===== config.mk =====
export PLATFORM = sky130hd
export DESIGN_NAME = snr_div_step
export DESIGN_NICKNAME = d
export VERILOG_FILES = /design/src/hw/rtl/spectrum_notch_reject_unit_assert.svh /design/src/hw/rtl/snr_pkg.sv /design/src/hw/rtl/snr_div_step.sv
export SDC_FILE = /design/constraint.sdc
export NUM_CORES = 1
export LEC_CHECK = 0
export BUFFER_PORTS_ARGS = -buffer_cell sky130_fd_sc_hd__buf_2
export CAP_MARGIN = 20
export CORE_MARGIN = 4
export CORE_UTILIZATION = 25
export DETAILED_ROUTE_END_ITERATION = 16
export PLACE_DENSITY_LB_ADDON = 0.25
export SLEW_MARGIN = 5
export SYNTH_ARGS = -nofsm -noshare
export SYNTH_HDL_FRONTEND = slang
export SYNTH_SLANG_ARGS = --single-unit

===== constraint.sdc =====
create_clock -name vclk -period 8.7
set_clock_uncertainty 0.1 [all_clocks]
set_input_delay 1.305 -clock vclk [all_inputs]
set_output_delay 1.305 -clock vclk [all_outputs]
set_load 0.01 [all_outputs]

===== src/hw/rtl/spectrum_notch_reject_unit_assert.svh =====
// Assertion macros used by the notch-reject RTL.
`ifndef SPECTRUM_NOTCH_REJECT_UNIT_ASSERT_SVH
`define SPECTRUM_NOTCH_REJECT_UNIT_ASSERT_SVH

// Same-cycle implication, checked on every rising clock edge outside reset.
`define SNR_ASSERT_NOW(lbl, ante, cons, msg) \
    lbl: assert property (@(posedge i_clk) disable iff (!i_rst_n) (ante) |-> (cons)) \
        else $error(msg);

// Next-cycle implication, checked on every rising clock edge outside reset.
`define SNR_ASSERT_NEXT(lbl, ante, cons, msg) \
    lbl: assert property (@(posedge i_clk) disable iff (!i_rst_n) (ante) |=> (cons)) \
        else $error(msg);

`endif


===== src/hw/rtl/snr_pkg.sv =====
`timescale 1ns / 1ps
`default_nettype none

package snr_pkg;

    localparam int SAMPLE_W   = 32;
    localparam int COORD_W    = 10;
    localparam int SIZE_W     = 11;
    localparam int LEVEL_W    = 8;
    localparam int GAIN_W     = 17;
    localparam int REM_W      = 48;
    localparam int CFG_IDX_W  = 3;
    localparam int CFG_DATA_W = 11;
    localparam int MAX_SIDE   = 1024;

    localparam logic [GAIN_W-1:0] GAIN_ONE = GAIN_W'(65536);

    // Configuration register indexes.
    typedef enum logic [CFG_IDX_W-1:0] {
        REG_MODE   = 3'd0,
        REG_A_ROW  = 3'd1,
        REG_A_COL  = 3'd2,
        REG_B_ROW  = 3'd3,
        REG_B_COL  = 3'd4,
        REG_HEIGHT = 3'd5,
        REG_WIDTH  = 3'd6
    } t_cfg_reg;

    typedef struct packed {
        logic [COORD_W-1:0]         pixel_row;
        logic [COORD_W-1:0]         pixel_col;
        logic signed [SAMPLE_W-1:0] sample_real;
        logic signed [SAMPLE_W-1:0] sample_imag;
        logic [LEVEL_W-1:0]         display_level;
    } t_in_item;

    typedef struct packed {
        logic signed [SAMPLE_W-1:0] filtered_real;
        logic signed [SAMPLE_W-1:0] filtered_imag;
        logic [LEVEL_W-1:0]         filtered_level;
        logic [GAIN_W-1:0]          applied_gain;
    } t_out_item;

    // Partial state of one restoring division.
    typedef struct packed {
        logic [REM_W-1:0]  rem;
        logic [REM_W-1:0]  den;
        logic [GAIN_W-1:0] quo;
    } t_div;

    // Sample data and mode that ride along the pipeline.
    typedef struct packed {
        logic signed [SAMPLE_W-1:0] re;
        logic signed [SAMPLE_W-1:0] im;
        logic [LEVEL_W-1:0]         level;
        logic                       mode;
        logic                       box_zero;
    } t_carry;

endpackage

`default_nettype wire


===== src/hw/rtl/snr_div_step.sv =====
`timescale 1ns / 1ps
`default_nettype none

// One quotient bit of a restoring division: shift, compare, subtract.
module snr_div_step
    import snr_pkg::*;
(
    input  wire t_div i_div,
    output t_div o_div
);

    logic [REM_W-1:0] w_shift;
    logic             w_fit;

    assign w_shift = {i_div.rem[REM_W-2:0], 1'b0};
    assign w_fit   = (w_shift >= i_div.den);

    always_comb begin
        o_div.den = i_div.den;
        o_div.rem = w_fit ? (w_shift - i_div.den) : w_shift;
        o_div.quo = {i_div.quo[GAIN_W-2:0], w_fit};
    end

endmodule

`default_nettype wire

==> flow_results.xml <==
<?xml version="1.0" encoding="UTF-8"?>
<metrics>
  <group name="run_status">
    <metric name="run_status" unit="">completed</metric>
  </group>
  <group name="global_route">
    <metric name="grt_first_pass_wirelength" unit="um">19800</metric>
    <metric name="antenna_found_initial" unit="">0</metric>
    <metric name="grt_use_total" unit="">0.129</metric>
    <metric name="via_count_of_the_first_global_routing_pass" unit="">4234</metric>
    <metric name="globalRouteOverflowTotal" unit="">0</metric>
    <metric name="largest_net_degree_at_the_start_of_global_routing" unit="">47</metric>
  </group>
  <group name="synth">
    <metric name="syn-mean-instance-area" unit="um^2">6.33</metric>
    <metric name="synthMuxAreaShare" unit="">0.00292</metric>
    <metric name="post_synth_num_cell_types" unit="">55</metric>
    <metric name="synth_fa_ha_area_frac" unit="">0.161</metric>
    <metric name="synth_sequential_area_ratio" unit="">0</metric>
    <metric name="mappedNetlistNets" unit="">772</metric>
    <metric name="synth_area" unit="mm^2">0.00386</metric>
    <metric name="ys.warnings.count" unit="">0</metric>
    <metric name="synth_cells" unit="">610</metric>
    <metric name="yosys.area_share.simple" unit="">0.210</metric>
    <metric name="synth_compound_gate_area_share" unit="">0.318</metric>
    <metric name="synth_xor_area_frac" unit="">0.0976</metric>
    <metric name="synth_top_family_by_area" unit="">compound AO/OA/AOI/OAI gates</metric>
  </group>
  <group name="power">
    <metric name="p_per_area" unit="mW/mm^2">85.3</metric>
    <metric name="static-leakage-power" unit="uW">0.00244</metric>
    <metric name="vdd_drop_max" unit="uV">26.3</metric>
  </group>
  <group name="detailed_routing">
    <metric name="postRouteAntennaNets" unit="">0</metric>
    <metric name="wl_met1" unit="um">5680</metric>
    <metric name="vias_after_detailed_routing" unit="">4272</metric>
    <metric name="wl_met3" unit="um">689</metric>
    <metric name="vias_per_cell" unit="">4.73</metric>
    <metric name="detailroute.wirelength.met2" unit="um">5800</metric>
    <metric name="number_of_detailed_routing_iterations_run_before_antenna_repair" unit="">4</metric>
    <metric name="drtIter0Drc" unit="">147</metric>
    <metric name="totalWireLength" unit="um">12200</metric>
    <metric name="detail_route.drc_violations" unit="">0</metric>
    <metric name="wl_per_cell" unit="um">13.5</metric>
    <metric name="topRoutingLayerUsed" unit="">met4</metric>
  </group>
  <group name="floorplan">
    <metric name="floorplan.die.width" unit="um">132</metric>
    <metric name="die-area" unit="mm^2">0.0175</metric>
    <metric name="initial_utilization" unit="">0.255</metric>
    <metric name="pin_count" unit="">226</metric>
    <metric name="fp.dieH" unit="um">132</metric>
    <metric name="core.rowCount" unit="">45</metric>
    <metric name="placeableCoreArea" unit="mm^2">0.0151</metric>
  </group>
  <group name="cells_and_area">
    <metric name="layout.clock_buffers" unit="">0</metric>
    <metric name="final_area" unit="mm^2">0.00447</metric>
    <metric name="final-seq-area" unit="um^2">0</metric>
    <metric name="syn_to_final_growth" unit="%">15.9</metric>
    <metric name="n_fill_cell" unit="">1770</metric>
    <metric name="drive_above_1_share" unit="">0.288</metric>
    <metric name="multi_input_area" unit="mm^2">0.00305</metric>
    <metric name="sequential_cell_total" unit="">0</metric>
    <metric name="antenna-diode-count" unit="">0</metric>
    <metric name="design.final.nets" unit="">880</metric>
  </group>
  <group name="clock_tree">
    <metric name="postCtsSetupBuffers" unit="">0</metric>
    <metric name="postCtsHoldBufs" unit="">0</metric>
    <metric name="cts_resized" unit="">0</metric>
  </group>
  <group name="timing">
    <metric name="relSlewSlack" unit="">0.468</metric>
    <metric name="worstMarginPinSlew" unit="ns">0.797</metric>
    <metric name="min_period" unit="ns">6.42</metric>
    <metric name="timing.final.hold_violations" unit="">0</metric>
    <metric name="rsz0062_at_grt" unit="">no</metric>
    <metric name="final.setup.tns" unit="ns">0</metric>
    <metric name="finalCritPeriodShare" unit="">0.738</metric>
    <metric name="finalSetupViolCount" unit="">0</metric>
    <metric name="timing.fmax" unit="MHz">156</metric>
    <metric name="timing_max_transition_violations_final" unit="">0</metric>
  </group>
  <group name="hold_path">
    <metric name="whs_endpoint" unit="">o_div[3]</metric>
    <metric name="min-delay-path-class" unit="">input port to output port</metric>
    <metric name="worst_hold_startpoint" unit="">i_div[2]</metric>
    <metric name="worst_hold_path.num_cells" unit="">0</metric>
  </group>
  <group name="placed_design">
    <metric name="placed_wire_length_estimate_after_detailed_placement" unit="um">10500</metric>
    <metric name="portBuffers" unit="">192</metric>
    <metric name="gpl_congestion" unit="">0.770</metric>
    <metric name="placed_inst_area" unit="mm^2">0.00447</metric>
  </group>
  <group name="setup_path">
    <metric name="crit_required" unit="ns">7.30</metric>
    <metric name="cp_data_arrival_time" unit="ns">5.02</metric>
    <metric name="maximum_fanout_count_along_the_critical_path" unit="">46</metric>
    <metric name="worstSetupStartpointType" unit="">input port</metric>
    <metric name="crit_path_end_kind" unit="">output port</metric>
    <metric name="cp-startpoint" unit="">i_div[17]</metric>
    <metric name="critical_path_class" unit="">input port to output port</metric>
  </group>
  <group name="run">
    <metric name="max-cap-violations" unit="">0</metric>
  </group>
</metrics>
## synth_stat cells, drive strengths merged (2+ instances only)
library cell	instances	area, um^2
or3	4	25.0
a31oi	7	43.8
nand2	46	173
a21oi	80	408
o21ai	42	214
o31ai	3	36.3
o21bai	6	45.0
a221oi	2	17.5
nand3	6	30.0
a211o	2	17.5
nand4	13	81.3
a21o	24	180
xor2	25	219
ha	48	601
and2	3	18.8
o211ai	8	60.1
buf	76	552
nor4	2	12.5
a211oi	7	62.6
inv	57	214
and3	8	50.1
nor2	61	229
clkbuf	12	45.0
nand2b	5	31.3
nor2b	11	68.8
xnor2	18	158
nor3	11	60.1
o21a	5	37.5
## layer usage
| metal | global-route usage | vias up |
|---|---|---|
| met5 | 0 | - |
| met3 | 0.0179 | 8 |
| met4 | 0.00520 | 0 |
| met1 | 0.166 | 1871 |
| li1 | - | 2276 |
| met2 | 0.240 | 117 |
## how the worst max path moves through the flow
stage                       endpoint  slack [ns]  depth (start not counted)
after CTS                  o_div[95]        2.13                         15
final                      o_div[95]        2.28                         15
after global routing       o_div[95]        1.95                         15
after floorplan           o_div[112]        3.44                         14
after global placement     o_div[95]        2.16                         15
after detailed placement   o_div[95]        2.15                         15
## cell families after synthesis
logic type	after synthesis
and+or+nand+nor	174
xor gates and xnor gates	43
AOI/OAI and AO/OA	198
adders and majority gates	49
muxes	1
buffers and inverters	145
## power breakdown
part           total (uW)  leakage [uW]  internal (uW)  switching [uW]
Sequential              0             0              0               0
Combinational         382       0.00244            158             224
Clock                   0             0              0               0
## cell type report
cell class | count | share of cell area
multi-input cells | 465 | 0.681
repair buffers | 194 | 0.218
well taps | 188 | 0.0526
inverters | 57 | 0.0478
## metrics by stage
step	power (uW)	utilization	std cells	setup WS (ns)	hold WS, ns
after detailed placement	384	0.295	904	2.15	2.51
after floorplan	281	-	610	3.44	2.60
final	382	0.295	904	2.28	2.51
after CTS	387	0.295	904	2.13	2.51
after global routing	431	0.295	904	1.95	2.51
after global placement	385	0.295	904	2.16	2.51
## cell usage in the layout (no fill, tap or decap), types with 3 or more instances in the layout
| cell | synthesis | final |
|---|---|---|
| sky130_fd_sc_hd__buf_2 | 9 | 192 |
| sky130_fd_sc_hd__a31oi_1 | 7 | 7 |
| sky130_fd_sc_hd__nand4_1 | 13 | 13 |
| sky130_fd_sc_hd__ha_1 | 48 | 48 |
| sky130_fd_sc_hd__a21o_1 | 24 | 24 |
| sky130_fd_sc_hd__nor3_1 | 10 | 10 |
| sky130_fd_sc_hd__nand3_1 | 6 | 6 |
| sky130_fd_sc_hd__inv_1 | 56 | 56 |
| sky130_fd_sc_hd__nor2_1 | 61 | 61 |
| sky130_fd_sc_hd__xnor2_1 | 18 | 18 |
| sky130_fd_sc_hd__a21oi_1 | 78 | 78 |
| sky130_fd_sc_hd__xor2_1 | 25 | 25 |
| sky130_fd_sc_hd__o21ai_0 | 37 | 37 |
| sky130_fd_sc_hd__or3_1 | 4 | 4 |
| sky130_fd_sc_hd__and3_1 | 8 | 8 |
| sky130_fd_sc_hd__o21a_1 | 5 | 5 |
| sky130_fd_sc_hd__o211ai_1 | 8 | 8 |
| sky130_fd_sc_hd__o21ai_1 | 4 | 4 |
| sky130_fd_sc_hd__a211oi_1 | 5 | 5 |
| sky130_fd_sc_hd__nand2_1 | 46 | 46 |
| sky130_fd_sc_hd__o21bai_1 | 6 | 6 |
| sky130_fd_sc_hd__and2_1 | 3 | 3 |
| sky130_fd_sc_hd__nand2b_1 | 5 | 5 |
| sky130_fd_sc_hd__nor2b_1 | 11 | 11 |
## worst max-delay path, cell delays in order
cell	delay, ns
sky130_fd_sc_hd__buf_2	0.11
sky130_fd_sc_hd__inv_1	0.15
sky130_fd_sc_hd__fa_1	0.27
sky130_fd_sc_hd__a211oi_1	0.10
sky130_fd_sc_hd__o21a_1	0.26
sky130_fd_sc_hd__a211oi_2	0.33
sky130_fd_sc_hd__nor3_2	0.13
sky130_fd_sc_hd__nor3b_1	0.33
sky130_fd_sc_hd__o21ai_1	0.12
sky130_fd_sc_hd__a21oi_1	0.26
sky130_fd_sc_hd__o31ai_4	0.11
sky130_fd_sc_hd__inv_2	0.60
sky130_fd_sc_hd__buf_4	0.40
sky130_fd_sc_hd__mux2_2	0.36
sky130_fd_sc_hd__buf_2	0.14
Note: power is estimated with default switching activity, not from simulation.
